## config.mk

```make
export PLATFORM = sky130hd
export DESIGN_NAME = priority_mode_arbiter
export DESIGN_NICKNAME = d
export VERILOG_FILES = /design/src/hw/rtl/pma_pkg.sv /design/src/hw/rtl/priority_mode_arbiter.sv
export SDC_FILE = /design/constraint.sdc
export NUM_CORES = 1
export LEC_CHECK = 0
export BUFFER_PORTS_ARGS = -buffer_cell sky130_fd_sc_hd__buf_2
export CELL_PAD_IN_SITES_DETAIL_PLACEMENT = 0
export CELL_PAD_IN_SITES_GLOBAL_PLACEMENT = 1
export CORE_MARGIN = 3
export CORE_UTILIZATION = 50
export CTS_BUF_LIST = sky130_fd_sc_hd__clkbuf_4 sky130_fd_sc_hd__clkbuf_8 sky130_fd_sc_hd__clkbuf_16
export CTS_CLUSTER_DIAMETER = 200
export DETAILED_ROUTE_END_ITERATION = 10
export GPL_ROUTABILITY_DRIVEN = 0
export PLACE_DENSITY_LB_ADDON = 0.1
export REMOVE_ABC_BUFFERS = 1
export SLEW_MARGIN = 20
export SYNTH_ARGS = -nofsm -noshare
export SYNTH_HDL_FRONTEND = slang
export SYNTH_SLANG_ARGS = --single-unit
```

## constraint.sdc

```tcl
create_clock -name clk -period 21.6 [get_ports clk]
set_input_delay 3.24 -clock clk [delete_from_list [all_inputs] [get_ports clk]]
set_output_delay 3.24 -clock clk [all_outputs]
set_load 0.05 [all_outputs]
```

## src/hw/rtl/pma_pkg.sv

```systemverilog
// Package for the priority mode arbiter: mode lifecycle and opcode codes,
// reset priorities and the winner-selection function.
// No dependencies.
package pma_pkg;

    localparam int NumModes = 4;

    localparam logic [1:0] MODE_IDLE   = 2'd0;
    localparam logic [1:0] MODE_SAFETY = 2'd3;
    localparam logic [2:0] NO_WINNER   = 3'd4;

    typedef enum logic [1:0] {
        LC_INACTIVE    = 2'd0,
        LC_ACTIVE      = 2'd1,
        LC_INTERRUPTED = 2'd2
    } lc_t;

    typedef enum logic [2:0] {
        OP_ACTIVATE   = 3'd0,
        OP_INTERRUPT  = 3'd1,
        OP_CLEAR      = 3'd2,
        OP_RESET_IDLE = 3'd3,
        OP_UPDATE     = 3'd4,
        OP_QUERY      = 3'd5,
        OP_MOTION     = 3'd6
    } op_t;

    typedef lc_t [NumModes-1:0] lc_arr_t;
    typedef logic [NumModes-1:0][7:0] prio_arr_t;

    localparam prio_arr_t PRIO_RESET = {8'd255, 8'd60, 8'd40, 8'd1};

    // Highest-priority active mode; equal priorities go to the higher index.
    function automatic logic [2:0] winner(input lc_arr_t lc, input prio_arr_t prio);
        logic [2:0] w;
        logic [7:0] wp;
        w  = NO_WINNER;
        wp = 8'd0;
        for (int i = 0; i < NumModes; i++) begin
            if (lc[i] == LC_ACTIVE && (w == NO_WINNER || prio[i] >= wp)) begin
                w  = 3'(i);
                wp = prio[i];
            end
        end
        return w;
    endfunction

endpackage

```

## src/hw/rtl/priority_mode_arbiter.sv

```systemverilog
// Top level of the priority mode arbiter: input register, one-pass
// lifecycle update and arbitration, result register, config registers.
// Depends on pma_pkg.
//
// Usage:
//  - Command channel: an item (opcode, task_id, now_ms, command_present) is
//    taken at a rising edge with start high and busy low. busy stays low, so
//    an item may be issued on every cycle.
//  - Result channel: done is high for exactly one cycle with accepted,
//    winner_task, winner_priority, task_state and task_since_ms. The
//    receiver cannot stall; results are never held back.
//  - Timing: an item passes the input register, then the result register,
//    which drives the ports. Throughput is one item per cycle, set by the
//    single registered pass: the state written with one item's result is
//    what the next item, arbitrated in the following cycle, sees.
//  - Config: cfg_valid/cfg_ready write priority register cfg_index with cfg_data;
//    cfg_ready is always high. The user must write only while idle; the block does not enforce it.
//  - Reset (rst_n low, async): priorities 1/40/60/255, idle active, other
//    modes inactive, all timestamps zero, no result pending.
module priority_mode_arbiter (
    input  logic        clk,
    input  logic        rst_n,
    // command channel
    input  logic        start,
    output logic        busy,
    input  logic [2:0]  opcode,
    input  logic [1:0]  task_id,
    input  logic [31:0] now_ms,
    input  logic        command_present,
    // result channel
    output logic        done,
    output logic        accepted,
    output logic [2:0]  winner_task,
    output logic [7:0]  winner_priority,
    output logic [1:0]  task_state,
    output logic [31:0] task_since_ms,
    // config write channel
    input  logic        cfg_valid,
    output logic        cfg_ready,
    input  logic [1:0]  cfg_index,
    input  logic [7:0]  cfg_data
);

    // input register
    logic              in_valid_reg;
    pma_pkg::op_t      op_reg;
    logic [1:0]        tid_reg;
    logic [31:0]       now_reg;
    logic              cmd_reg;

    // architectural state
    pma_pkg::prio_arr_t prio_reg;
    pma_pkg::lc_arr_t   lc_reg, lc_next;
    logic [pma_pkg::NumModes-1:0][31:0] tm_reg, tm_next;

    // result register
    logic        done_reg;
    logic        ok_reg, ok_next;
    logic [2:0]  win_reg, win_next;
    logic [7:0]  wprio_reg, wprio_next;
    logic [1:0]  tstate_reg, tstate_next;
    logic [31:0] tsince_reg, tsince_next;

    logic [2:0]  win_before;
    logic        act_ok;
    logic        do_act;
    logic        do_fall;

    assign busy      = 1'b0;
    assign cfg_ready = 1'b1;

    always_ff @(posedge clk or negedge rst_n)
    begin
        if (!rst_n)
        begin
            in_valid_reg <= 1'b0;
        end
        else
        begin
            in_valid_reg <= start && !busy;
        end
    end

    always_ff @(posedge clk)
    begin
        if (start && !busy)
        begin
            op_reg  <= pma_pkg::op_t'(opcode);
            tid_reg <= task_id;
            now_reg <= now_ms;
            cmd_reg <= command_present;
        end
    end

    always_ff @(posedge clk or negedge rst_n)
    begin
        if (!rst_n)
        begin
            prio_reg <= pma_pkg::PRIO_RESET;
        end
        else if (cfg_valid && cfg_ready)
        begin
            prio_reg[cfg_index] <= cfg_data;
        end
    end

    // Winner before the step and the activate refusal test.
    assign win_before = pma_pkg::winner(lc_reg, prio_reg);
    assign act_ok = !(win_before != pma_pkg::NO_WINNER && win_before[1:0] != tid_reg
                      && prio_reg[tid_reg] < prio_reg[win_before[1:0]]);

    always_comb
    begin
        lc_next = lc_reg;
        tm_next = tm_reg;
        ok_next = 1'b1;
        do_act  = 1'b0;
        do_fall = 1'b0;

        case (op_reg)
            pma_pkg::OP_ACTIVATE:
            begin
                do_act = 1'b1;
            end
            pma_pkg::OP_INTERRUPT:
            begin
                if (lc_reg[tid_reg] != pma_pkg::LC_ACTIVE)
                begin
                    ok_next = 1'b0;
                end
                else
                begin
                    lc_next[tid_reg] = pma_pkg::LC_INTERRUPTED;
                    do_fall = (pma_pkg::winner(lc_next, prio_reg) == pma_pkg::NO_WINNER);
                end
            end
            pma_pkg::OP_CLEAR:
            begin
                lc_next[tid_reg] = pma_pkg::LC_INACTIVE;
                tm_next[tid_reg] = now_reg;
                do_fall = (tid_reg != pma_pkg::MODE_IDLE)
                          && (pma_pkg::winner(lc_next, prio_reg) == pma_pkg::NO_WINNER);
            end
            pma_pkg::OP_RESET_IDLE:
            begin
                do_fall = 1'b1;
            end
            pma_pkg::OP_UPDATE:
            begin
                // safety hold winning parks idle
                if (win_before == {1'b0, pma_pkg::MODE_SAFETY})
                begin
                    lc_next[pma_pkg::MODE_IDLE] = pma_pkg::LC_INTERRUPTED;
                end
            end
            pma_pkg::OP_QUERY:
            begin
                ok_next = 1'b1;
            end
            pma_pkg::OP_MOTION:
            begin
                if (!cmd_reg || tid_reg == pma_pkg::MODE_IDLE
                    || tid_reg == pma_pkg::MODE_SAFETY)
                begin
                    ok_next = 1'b0;
                end
                else
                begin
                    do_act = 1'b1;
                end
            end
            default:
            begin
                ok_next = 1'b0;
            end
        endcase

        if (do_act)
        begin
            if (!act_ok)
            begin
                ok_next = 1'b0;
            end
            else
            begin
                if (win_before != pma_pkg::NO_WINNER && win_before[1:0] != tid_reg)
                begin
                    lc_next[win_before[1:0]] = pma_pkg::LC_INTERRUPTED;
                end
                lc_next[tid_reg] = pma_pkg::LC_ACTIVE;
                tm_next[tid_reg] = now_reg;
            end
        end

        // fall back to idle
        if (do_fall)
        begin
            for (int i = 1; i < pma_pkg::NumModes; i++)
            begin
                if (lc_next[i] == pma_pkg::LC_ACTIVE)
                begin
                    lc_next[i] = pma_pkg::LC_INTERRUPTED;
                end
            end
            lc_next[pma_pkg::MODE_IDLE] = pma_pkg::LC_ACTIVE;
            tm_next[pma_pkg::MODE_IDLE] = now_reg;
        end

        win_next    = pma_pkg::winner(lc_next, prio_reg);
        wprio_next  = (win_next == pma_pkg::NO_WINNER) ? 8'd0 : prio_reg[win_next[1:0]];
        tstate_next = lc_next[tid_reg];
        tsince_next = tm_next[tid_reg];
    end

    always_ff @(posedge clk or negedge rst_n)
    begin
        if (!rst_n)
        begin
            done_reg <= 1'b0;
            for (int i = 0; i < pma_pkg::NumModes; i++)
            begin
                lc_reg[i] <= (i == 0) ? pma_pkg::LC_ACTIVE : pma_pkg::LC_INACTIVE;
                tm_reg[i] <= 32'd0;
            end
        end
        else
        begin
            done_reg <= in_valid_reg;
            if (in_valid_reg)
            begin
                lc_reg <= lc_next;
                tm_reg <= tm_next;
            end
        end
    end

    always_ff @(posedge clk)
    begin
        if (in_valid_reg)
        begin
            ok_reg     <= ok_next;
            win_reg    <= win_next;
            wprio_reg  <= wprio_next;
            tstate_reg <= tstate_next;
            tsince_reg <= tsince_next;
        end
    end

    assign done            = done_reg;
    assign accepted        = ok_reg;
    assign winner_task     = win_reg;
    assign winner_priority = wprio_reg;
    assign task_state      = tstate_reg;
    assign task_since_ms   = tsince_reg;

`ifndef SYNTH
    // every item taken yields a result once it has passed the input and result registers
    a_item_result: assert property (@(posedge clk) disable iff (!rst_n)
        (start && !busy) |=> ##1 done)
        else $error("item without result");

    a_no_spurious: assert property (@(posedge clk) disable iff (!rst_n)
        done |-> $past(in_valid_reg))
        else $error("result without item");

    a_none_prio: assert property (@(posedge clk) disable iff (!rst_n)
        (done && winner_task == pma_pkg::NO_WINNER) |-> winner_priority == 8'd0)
        else $error("priority reported with no winner");

    a_reset_idle: assert property (@(posedge clk) disable iff (!rst_n)
        (in_valid_reg && op_reg == pma_pkg::OP_RESET_IDLE)
            |=> lc_reg[pma_pkg::MODE_IDLE] == pma_pkg::LC_ACTIVE && winner_task != pma_pkg::NO_WINNER)
        else $error("fall back to idle left no winner");
`endif

endmodule
```

# == Word-level counts from Yosys, hierarchy flattened ==
# Index checks and enable logic that the tools add are counted.
# word_totals
register_bits,254
latchBits,0
ramBits,0
rom_bits,0
in_bits,52
output_inout_bits,49
elab_cells,233
memories,0
# classes
n_addsub,0
multipliers,0
div,0
order_cmp,20
n_eq_ne,45
shift,0
muxes,97
bitwise,11
n_reduce_logical,37
# ops
operator,count
128-bit 2-to-1 mux,3
128-bit bitwise mux,2
8-bit 2-to-1 mux,32
8-bit greater-or-equal comparator,12
32-bit 2-to-1 mux,3
3-bit 2-to-1 mux,28
32-bit binary-select mux with 2-bit select,1
32-bit demux with 2-bit select,1
3-bit == test (second input constant),18
8-bit binary-select mux with 2-bit select,3
2-bit by 1-bit == test with 1-bit output (second input constant),19
32-bit bitwise mux,1
1-bit logical AND,18
8-bit demux with 2-bit select,1
2-bit 2-to-1 mux,8
1-bit logical OR,14
4-bit bitwise AND,3
2-bit by 3-bit < comparator with 1-bit output (second input constant),4
4-bit NOT,3
4-bit OR,3
6-bit one-hot mux with 2 select lines,1
3-bit by 2-bit == test with 1-bit output (second input constant),3
8-bit bitwise AND,1
2-bit binary-select mux with 2-bit select,2
18 further kinds,26

# == Logic depth before layout (Yosys ltp) ==
# Gate-level depths: netlist of run 1.
# depth
depth_word,48
mapped_depth,77
ltp_nobuf,66

# == Worst setup path before layout of run 1 ==
# No wires, ideal clock.
# synth_timing
path_type,register to register
from,register lc_reg[0] (netlist name)
to,register wprio_reg[0] (netlist: winner_priority[0]) (data pin)
arrival_time_ps,15262
path_slack_ps,6057
stages_incl_launch_ff,76
n_path_buf,11
period_less_slack_ps,15543
cell_sequence,dfstp_2 > nor2b_1 > clkbuf_1 > nand2_1 > inv_1 > ha_1 > nand2b_1 > a2111o_1 > a32o_1 > buf_4 > clkbuf_1 > o21ai_0 > ha_1 > nand2b_1 > a2111o_1 > a2111oi_4 > nand2b_1 > buf_4 > (+40 left out) > or3_1 > buf_6 > buf_2 > mux2_2 > ha_1 > nand2b_1 > a21o_1 > a21o_1 > a21o_1 > a21o_1 > a21o_1 > a21o_1 > a21oi_1 > a22o_1 > buf_2 > and2_4 > buf_6 > a221oi_2
# synth_via
elab_chain_len,43
word_cells_on_any_way,151
classes_between,order compare (15); eq/ne (29); mux (72); bitwise (7); reduce/logical (28)
# synth_lines
element,line,text
"start, declared",priority_mode_arbiter.sv:53,"pma_pkg::lc_arr_t lc_reg, lc_next;"
"start signal, assigned by index",priority_mode_arbiter.sv:222,lc_reg[i] <= (i == 0) ? pma_pkg::LC_ACTIVE : pma_pkg::LC_INACTIVE;
"start signal, assigned",priority_mode_arbiter.sv:231,lc_reg <= lc_next;
4-bit bitwise AND (no source line) / 2-bit by 1-bit == test with 1-bit output (equally long branches),--,
"2-bit by 1-bit == test with 1-bit output, or another cell as far along",pma_pkg.sv:40,if (lc[i] == LC_ACTIVE && (w == NO_WINNER || prio[i] >= wp)) begin
"8-bit 2-to-1 mux, or another cell as far along",pma_pkg.sv:40,
"8-bit 2-to-1 mux, or another cell as far along",priority_mode_arbiter.sv:127,if (lc_reg[tid_reg] != pma_pkg::LC_ACTIVE)
"8-bit 2-to-1 mux, or another cell as far along",priority_mode_arbiter.sv:120,case (op_reg)
"8-bit greater-or-equal comparator, or another cell as far along",pma_pkg.sv:40,
"1-bit logical OR, or another cell as far along",pma_pkg.sv:40,
1-bit logical AND / 1-bit logical OR (equally long branches),pma_pkg.sv:40,
(+27 left out),--,
1-bit logical AND,pma_pkg.sv:40,
8-bit 2-to-1 mux / 3-bit 2-to-1 mux (equally long branches),pma_pkg.sv:40,
8-bit greater-or-equal comparator / 3-bit == test (equally long branches),pma_pkg.sv:40,
1-bit logical OR,pma_pkg.sv:40,
1-bit logical AND,pma_pkg.sv:40,
3-bit 2-to-1 mux *,pma_pkg.sv:40,
8-bit binary-select mux with 2-bit select,priority_mode_arbiter.sv:210,wprio_next = (win_next == pma_pkg::NO_WINNER) ? 8'd0 : prio_reg[win_next[1:0]];
8-bit 2-to-1 mux (not written as such),priority_mode_arbiter.sv:210,
"end signal, assigned",priority_mode_arbiter.sv:243,wprio_reg <= wprio_next;
"end, declared",priority_mode_arbiter.sv:60,"logic [7:0] wprio_reg, wprio_next;"
# Every way passes the cells marked *; elsewhere a longest branch is shown, timed or not. The select of a mux whose other input is x is not followed.
# A chain may end at the register's enable or synchronous reset.

# == Worst setup path in the final report of run 1 ==
# layout_timing
from,register lc_reg[0] (netlist name)
to,register wprio_reg[5] (netlist: winner_priority[5]) (data pin)
# The elaborated chain is that of the path after synthesis.

==> results.cfg, run 1 <==
[die]
die_h_um = 174
coreArea_mm2 = 0.0274
die_width_um = 174
start_util = 0.516
boundaryPins = 101
dieArea_mm2 = 0.0304
row_count = 60

[sta]
timing.final.crit_period_ns = 17.28
hold_viol_final = 0
fin_skew_ns = 0.0294
fmax_mhz = 57.9
rsz0062_at_grt = no
relSlewSlack = 0.281
setup_tns_ns = 0
worstMarginPinSlew_ns = 1.08
holdWs_ns = 0.494
setup_viol = 0
slew_violations = 0
period_share = 0.800

[drt]
drc_errors = 0
via_per_inst = 6.08
post_drt_wl_per_cell_um = 21.5
drtIter0Drc = 700
wirelength_um = 35400
vias = 10000
first_pass_iters = 6
ant_nets = 0

[logic_synthesis]
synth_ff_type = dfrtp_1
synth_seq_cells = 254
synth-edff-count = 84
synth-async-reset-ratio = 0.669
yosysMostFrequentCell = mux2_2
netlist_top_cells_count = 165 x mux2_2, 154 x dfrtp_1, 116 x nand2_1
synth-seq-area-share = 0.480
ys_types = 75
yosys_warnings = 0
synth_area_mm2 = 0.0141
synthCells = 1188
yosys-top-cells-area = dfrtp_1 27%, edfxtp_1 18%, mux2_2 13%
synth_top_area_frac = 0.272
syn-mean-instance-area_um2 = 11.9
synth_top_area_cell = dfrtp_1

[clock_tree]
cts_htree_levels = 1
post-cts-setup-buffers = 0
path_clk_slew_ns = 0.06
clk_path_buf_depth = 3
cts_tree = done
cts_buffers = 28
cts_sinks = 254
clock_latency_ns = 0.57
hold_buffers = 0
ctsResizeCount = 0
cts_root_buf = clkbuf_16

[global_routing]
grt_remaining_overflow = 0
grt_use_met1 = 0.320
busiest_layer = met2
use_met2 = 0.382
grt_pass1_wl_um = 55900
met3_usage = 0.0299
antenna_found_initial = 0
grt_pass1_vias = 9830
grt_max_degree = 95
grt_use_total = 0.231

[worst_setup_path]
path_depth = 66
crit_type = reg -> reg
crit_buf_inv = 2
crit_path_max_fanout = 26
crit_path_max_incr_delay_ns = 0.83
worstPathRequired_ns = 21.87
crit_top_cell = a21o_1
slowest_stage = nand2b_1
worstPathArrival_ns = 17.55
cp_top_family = compound AO/OA/AOI/OAI gates
start_kind = register
reg2reg_depth = 66
reg2reg_slack_ns = 4.32
endpoint_kind = register

[min_path]
worst_hold_path_type = reg -> reg
hold_depth = 1

[placement]
io_buffers = 98
placed_area_mm2 = 0.0149
placedCellCount = 1595
dpl.hpwl_um = 22000

[power_and_ir_drop]
clock_power_share = 0.223
switching_power_w = 0.000788
ir_drop_mv = 0.0825
power_w = 0.00214
leakagePower_nw = 6.77
p_sw_frac = 0.368
p_seq_frac = 0.376
pwr_density_cell_mw_per_mm2 = 135
power_frac_comb = 0.401
p_int_w = 0.00135

[cells_and_area]
seq_area_mm2 = 0.00680
largest_register_ffs = 128
multi_input_area_mm2 = 0.00695
syn_to_final_growth_pct = 12.1
stdcell_count = 1647
fillCellCount = 2268
n_antenna_cell = 0
stdcell_area_mm2 = 0.0159
fin_nets = 1360
drive_above_1_share = 0.311

[outcome]
status = completed

[job]
maxCapViolCount = 0
final timing paths:
check                             from                 end
max                          lc_reg[0]  winner_priority[5]
min                        tm_reg[123]         tm_reg[123]
max reg2reg                  lc_reg[0]  winner_priority[5]
min reg2reg                tm_reg[123]         tm_reg[123]
max in group asynchronous        rst_n        in_valid_reg
min in group asynchronous        rst_n         prio_reg[9]
power groups by stage:
stage,Clock (W),Sequential [W],Combinational [W]
floorplan,0,0.000863,0.000582
global placement,0,0.000804,0.000846
detailed placement,0,0.000810,0.000857
CTS,0.000491,0.000802,0.000861
global route,0.000509,0.000822,0.000953
finish,0.000478,0.000804,0.000858
worst register-to-register path, delay by kind of cell (launching register included):
kind                     cells  cell delay (ns)
AO/OA/AOI/OAI               36             9.11
adder cells (fa/ha/maj)      7             1.91
buffers and inverters        2             0.27
flip-flops                   1             0.55
multiplexers                 2             0.79
AND/OR/NAND/NOR             19             4.34
cell families after synthesis:
kind of cell | synth area share
AND/OR/NAND/NOR | 0.0879
AO/OA/AOI/OAI | 0.163
other | 0.000531
multiplexers | 0.187
buffers and inverters | 0.0324
adder cells (fa/ha/maj) | 0.0486
flip-flops | 0.480
layout make-up:
cell class                      count  share of cell area
Clock buffer                       42              0.0532
Clock inverter                     10             0.00686
Inverter                           24             0.00568
Multi-Input combinational cell    832               0.438
Sequential cell                   254               0.429
Tap cell                          372              0.0293
Timing Repair Buffer              113              0.0386
layer usage:
metal	wire (um)	up-vias
li1	-	4639
met1	15800	5059
met2	17100	251
met3	1560	67
met4	991	0
met5	0	-
per-stage QoR:
stage	util	worst slack (ns)
floorplan	-	6.29
global placement	0.544	4.86
detailed placement	0.544	4.55
CTS	0.579	4.49
global route	0.579	3.05
finish	0.579	4.32
cells in the final DEF (no fill, tap or decap), types with 5 or more instances in the layout:
master	count
a211o_1	35
a211oi_1	7
a21o_1	21
a21oi_1	33
a221oi_2	9
a22o_1	34
a311oi_1	7
a31oi_1	34
buf_2	96
buf_4	16
clkbuf_16	28
clkbuf_4	8
clkbuf_8	6
dfrtp_1	153
dfstp_2	16
edfxtp_1	84
ha_1	55
inv_1	24
mux2_1	12
mux2_2	165
mux2i_1	41
mux4_2	11
nand2_1	116
nand2b_1	14
nor2_1	22
nor2b_1	50
nor3_1	5
o21a_1	11
o21ai_0	44
o221ai_1	10
o31ai_1	5
(Power assumes the default switching activity.)
==> run 2, diff against run 1 <==
--- a/config.mk
+++ b/config.mk
@@ -5,11 +5,12 @@
 export SDC_FILE = /design/constraint.sdc
 export NUM_CORES = 1
 export LEC_CHECK = 0
+export ABC_AREA = 1
 export BUFFER_PORTS_ARGS = -buffer_cell sky130_fd_sc_hd__buf_2
 export CELL_PAD_IN_SITES_DETAIL_PLACEMENT = 0
 export CELL_PAD_IN_SITES_GLOBAL_PLACEMENT = 1
 export CORE_MARGIN = 3
-export CORE_UTILIZATION = 50
+export CORE_UTILIZATION = 46
 export CTS_BUF_LIST = sky130_fd_sc_hd__clkbuf_4 sky130_fd_sc_hd__clkbuf_8 sky130_fd_sc_hd__clkbuf_16
 export CTS_CLUSTER_DIAMETER = 200
 export DETAILED_ROUTE_END_ITERATION = 10
==> constraint.sdc (replaced) <==
create_clock -name clk -period 17.3 [get_ports clk]
set_input_delay 2.595 -clock clk [delete_from_list [all_inputs] [get_ports clk]]
set_output_delay 2.595 -clock clk [all_outputs]
set_load 0.05 [all_outputs]
==> results.cfg, run 2 <==
[worst_setup_path]
worstPathRequired_ns = 17.69
reg2reg_slack_ns = 4.38
reg2reg_depth = 85
worstPathArrival_ns = 13.31
crit_buf_inv = 9
slowest_stage = dfstp_2
r2r-start = lc_reg[0]
regToRegEndpoint = winner_priority[4]
crit_top_cell = nand2_1
crit_path_max_fanout = 26
crit_path_max_incr_delay_ns = 0.51
cp_top_family = compound AO/OA/AOI/OAI gates
crit_type = reg -> reg
start_kind = register
endpoint_kind = register

[clock_tree]
cts_htree_levels = 1
clock_latency_ns = 0.57
clk_path_buf_depth = 3
cts_sinks = 254
post-cts-setup-buffers = 0
cts_buffers = 28
cts_root_buf = clkbuf_16
hold_buffers = 0
ctsResizeCount = 0
path_clk_slew_ns = 0.06
cts_tree = done

[power_and_ir_drop]
leakagePower_nw = 7.80
p_seq_frac = 0.373
clock_power_share = 0.249
ir_drop_mv = 0.108
pwr_density_cell_mw_per_mm2 = 142
switching_power_w = 0.000943
p_int_w = 0.00143
p_sw_frac = 0.398
power_frac_comb = 0.378

[logic_synthesis]
synth_top_area_frac = 0.258
ys_types = 50
synth_ff_type = dfrtp_1
netlist_top_cells_count = 615 x nand2_1, 209 x o21ai_0, 176 x inv_1
yosys-mux-area-fraction = 0
synth-compound-area-share = 0.176
yosys_warnings = 0
synth_top_family_by_area = simple AND/OR/NAND/NOR gates
synthCells = 1907
synth_top_area_cell = dfrtp_1
synth_adder_area_share = 0.0728
yosysMostFrequentCell = nand2_1
synth_seq_cells = 254
syn-mean-instance-area_um2 = 7.84
yosys-top-cells-area = dfrtp_1 26%, edfxtp_1 17%, nand2_1 15%
synth-seq-area-share = 0.455
synth-async-reset-ratio = 0.669
yosys.area_share.simple = 0.223
synth_area_mm2 = 0.0150
synth-xor-area-share = 0.00117
synth-edff-count = 84

[sta]
worstMarginPinSlew_ns = 0.968
slew_violations = 0
timing.final.crit_period_ns = 12.92
setup_viol = 0
period_share = 0.747
setup_tns_ns = 0
fin_skew_ns = 0.0327
rsz0062_at_grt = no
fmax_mhz = 77.4
relSlewSlack = 0.355
hold_viol_final = 0

[min_path]
hold_start = tm_reg[9]
min_to = tm_reg[9]
hold_depth = 2
worst_hold_path_type = reg -> reg

[global_routing]
grt_use_total = 0.248
antenna_found_initial = 4
grt_pass1_wl_um = 68100
grt_pass1_vias = 12400
grt_max_degree = 97
grt_remaining_overflow = 0

[drt]
wirelength_um = 42700
drc_errors = 0
first_pass_iters = 5
via_per_inst = 5.40
drtIter0Drc = 918
ant_nets = 0
vias = 13100
post_drt_wl_per_cell_um = 17.7

[cells_and_area]
fillCellCount = 3118
stdcell_count = 2418
seq_area_mm2 = 0.00680
final_cell_mix = 613 x nand2_1, 209 x o21ai_0, 176 x inv_1, 153 x dfrtp_1, 134 x nor2_1
multi_input_area_mm2 = 0.00710
syn_to_final_growth_pct = 11.8
fin_nets = 2101
layout_commonest_cell = nand2_1
drive_above_1_share = 0.117
largest_register_ffs = 128

[job]
maxCapViolCount = 0

[placement]
io_buffers = 98
placedCellCount = 2366
dpl.hpwl_um = 27600

[die]
boundaryPins = 101
coreArea_mm2 = 0.0318
start_util = 0.470
dieArea_mm2 = 0.0347
die_width_um = 186
row_count = 65
die_h_um = 186

[outcome]
status = completed
==> run 2: worst min-delay path, stage by stage, from the launching register on <==
cell     delay, ns
dfrtp_1       0.34
nand2_1       0.05
o21ai_0       0.05
==> run 2: cells by family (layout without fill, tap and decap cells) <==
| family | Yosys count | after routing |
|---|---|---|
| other cells | 2 | 3 |
| xor+xnor | 2 | 2 |
| fa+ha+maj | 87 | 87 |
| flops | 254 | 254 |
| buf+inv | 276 | 351 |
| simple gates | 829 | 829 |
| compound gates | 457 | 457 |
==> run 2: how the worst max path moves through the flow <==
stage | start | end | slack, ns | depth (start not counted)
floorplan | lc_reg[0] | winner_priority[0] | 6.16 | 86
global placement | lc_reg[0] | winner_priority[7] | 4.76 | 83
detailed placement | lc_reg[0] | winner_priority[4] | 4.60 | 84
CTS | lc_reg[0] | winner_priority[4] | 4.54 | 84
global route | lc_reg[0] | winner_priority[4] | 2.84 | 92
finish | lc_reg[0] | winner_priority[4] | 4.38 | 85
==> run 2: final cells by class <==
| cell class | count | share of cell area |
|---|---|---|
| multi-input combinational | 1377 | 0.425 |
| inverter | 189 | 0.0427 |
| antenna | 1 | 0.000150 |
| clock buffer | 44 | 0.0528 |
| clock inverter | 6 | 0.00314 |
| timing repair buffer | 112 | 0.0372 |
| sequential | 254 | 0.407 |
| tap | 435 | 0.0326 |
==> run 2: metrics by stage <==
| stage | total power [W] | area, um^2 | hold slack, ns | utilization | setup WS [ns] |
|---|---|---|---|---|---|
| after floorplan | 0.00153 | 14600 | 0.448 | - | 6.16 |
| after global placement | 0.00176 | 15800 | 0.462 | 0.495 | 4.76 |
| after detailed placement | 0.00178 | 15800 | 0.465 | 0.495 | 4.60 |
| after CTS | 0.00238 | 16700 | 0.481 | 0.525 | 4.54 |
| after global routing | 0.00256 | 16700 | 0.498 | 0.526 | 2.84 |
| final | 0.00237 | 16700 | 0.477 | 0.526 | 4.38 |
==> run 2: power groups by stage <==
| stage | clock (W) | sequential (W) | combinational, W |
|---|---|---|---|
| after CTS | 0.000605 | 0.000882 | 0.000892 |
| after detailed placement | 0 | 0.000891 | 0.000886 |
| after floorplan | 0 | 0.000942 | 0.000590 |
| after global placement | 0 | 0.000889 | 0.000874 |
| after global routing | 0.000628 | 0.000898 | 0.00103 |
| final | 0.000591 | 0.000883 | 0.000896 |
==> run 2: routing by layer <==
metal / vias to the layer above / global-route usage / wire (um)
li1: 6423 / - / -
met1: 6176 / 0.356 / 19800
met2: 369 / 0.395 / 19300
met3: 80 / 0.0370 / 2510
met4: 6 / 0.0697 / 1170
met5: - / 0 / 47
==> run 3, diff against run 2 <==
--- a/config.mk
+++ b/config.mk
@@ -10,7 +10,7 @@
 export CELL_PAD_IN_SITES_DETAIL_PLACEMENT = 0
 export CELL_PAD_IN_SITES_GLOBAL_PLACEMENT = 1
 export CORE_MARGIN = 3
-export CORE_UTILIZATION = 46
+export CORE_UTILIZATION = 42
 export CTS_BUF_LIST = sky130_fd_sc_hd__clkbuf_4 sky130_fd_sc_hd__clkbuf_8 sky130_fd_sc_hd__clkbuf_16
 export CTS_CLUSTER_DIAMETER = 200
 export DETAILED_ROUTE_END_ITERATION = 10
==> constraint.sdc (replaced) <==
create_clock -name clk -period 10.9 [get_ports clk]
set_input_delay 1.635 -clock clk [delete_from_list [all_inputs] [get_ports clk]]
set_output_delay 1.635 -clock clk [all_outputs]
set_load 0.05 [all_outputs]
==> results.cfg, run 3 (same netlist as run 2, synthesis figures left out) <==
[die]
die_width_um = 195
die_h_um = 195
coreArea_mm2 = 0.0348
start_util = 0.430
boundaryPins = 101
row_count = 68
dieArea_mm2 = 0.0379

[worst_setup_path]
r2r-start = lc_reg[0]
slowest_stage = dfstp_2
endpoint_kind = register
start_kind = register
crit_top_cell = nand2_1
crit_path_max_fanout = 7
crit_path_start = lc_reg[0]
path_depth = 88
cp_top_family = compound AO/OA/AOI/OAI gates
crit_buf_inv = 12
worstPathRequired_ns = 11.33
crit_path_max_incr_delay_ns = 0.52
reg2reg_depth = 88
worstPathArrival_ns = 11.93
crit_type = reg -> reg

[global_routing]
grt_remaining_overflow = 0
grt_use_total = 0.240
grt_pass1_wl_um = 73300
grt_max_degree = 97
antenna_found_initial = 3
grt_pass1_vias = 13300

[sta]
rsz0062_at_grt = yes
setup_tns_ns = -5.51
fin_skew_ns = 0.0157
worstMarginPinSlew_ns = 1.03
timing.final.crit_period_ns = 11.50
relSlewSlack = 0.310
holdWs_ns = 0.476
fmax_mhz = 87.0
setup_ws_ns = -0.598
setup_viol = 10
hold_viol_final = 0
period_share = 1.05
slew_violations = 0

[placement]
dpl.hpwl_um = 30200
placedCellCount = 2505
io_buffers = 98
placed_area_mm2 = 0.0167

[cells_and_area]
multi_input_area_mm2 = 0.00757
fin_nets = 2268
final_cell_mix = 598 x nand2_1, 190 x o21ai_0, 171 x inv_1, 159 x buf_4, 153 x dfrtp_1
fillCellCount = 3255
stdcell_count = 2608
stdcell_area_mm2 = 0.0185
drive_above_1_share = 0.221
largest_register_ffs = 128
seq_area_mm2 = 0.00680
layout_commonest_cell = nand2_1
syn_to_final_growth_pct = 23.6

[drt]
wirelength_um = 46400
ant_nets = 0
drc_errors = 0
drtIter0Drc = 946
post_drt_wl_per_cell_um = 17.8
via_per_inst = 5.28
first_pass_iters = 5
vias = 13800

[clock_tree]
clock_latency_ns = 0.58
cts_htree_levels = 1
path_clk_slew_ns = 0.06
cts_buffers = 29
clk_path_buf_depth = 3
cts_tree = done
hold_buffers = 0
cts_sinks = 254
cts_root_buf = clkbuf_16

[min_path]
worst_hold_path_type = reg -> reg
hold_depth = 2
hold_start = tm_reg[117]

[job]
maxCapViolCount = 0

[power_and_ir_drop]
ir_drop_mv = 0.127
pwr_density_cell_mw_per_mm2 = 228
leakagePower_nw = 8.68

[outcome]
failed_checks = setup timing
status = finished with violations
run 3: changes by cell type in the layout (fill, tap and decap cells not counted), moves of 7 or more:
cell and delta:
buf_4 +146, nor2_4 +8, nand2_1 -15, a21oi_2 +20, nand2_2 +10, nand2_8 +7
o21ai_0 -19, nor2_1 -18, a21oi_1 -21, o21ai_1 +14, buf_6 +12, nor2_2 +10
run 3: worst paths after layout:
kind / slack [ns] / to
setup / recovery: -0.60 / winner_priority[2]
hold / removal: 0.48 / tm_reg[117]
setup reg to reg: -0.60 / winner_priority[2]
hold reg to reg: 0.48 / tm_reg[117]
max in group asynchronous: 8.66 / tm_reg[98]
min in group asynchronous: 0.99 / tm_reg[43]
run 3: layout make-up:
| cell class | count | area share |
|---|---|---|
| timing repair inverter | 1 | 0.000406 |
| inverter | 189 | 0.0391 |
| sequential | 254 | 0.368 |
| clock buffer | 43 | 0.0470 |
| timing repair buffer | 271 | 0.101 |
| tap | 455 | 0.0308 |
| clock inverter | 11 | 0.00366 |
| antenna | 1 | 0.000135 |
| multi-input combinational | 1383 | 0.410 |
run 3: stage by stage:
stage	worst slack, ns	util	total power, W
after floorplan	-0.236	-	0.00243
after global placement	-0.702	0.479	0.00297
after detailed placement	-1.04	0.479	0.00300
after CTS	-0.386	0.523	0.00414
after global routing	-1.55	0.531	0.00453
final	-0.598	0.531	0.00422
run 3: repair_timing:
action / in CTS / in global routing
resized for setup: 88 / 51
gates cloned: 7 / 0
setup buffers: 30 / 11
setup endpoints to repair: 10 / 10
pin swaps: 40 / 47
run 3: where the power goes:
part	leakage, nW	total (W)	switching (W)	internal (W)
sequential	2.98	0.00136	0.000126	0.00124
combinational	5.23	0.00190	0.00115	0.000743
clock	0.480	0.000959	0.000407	0.000552
total	8.68	0.00422	0.00169	0.00253
run 3: metal layers:
metal / share of wire / track usage / wire length [um] / up-vias
li1: - / - / - / 6791
met1: 0.46 / 0.334 / 21500 / 6495
met2: 0.45 / 0.383 / 21000 / 360
met3: 0.047 / 0.0367 / 2200 / 109
met4: 0.036 / 0.0830 / 1690 / 4
met5: 0.00058 / 0 / 27 / -
run 3: tightest hold or removal path, stage by stage, from the launching register on:
cell	delay (ns)
dfrtp_1	0.34
nand2_1	0.05
nand2_1	0.05
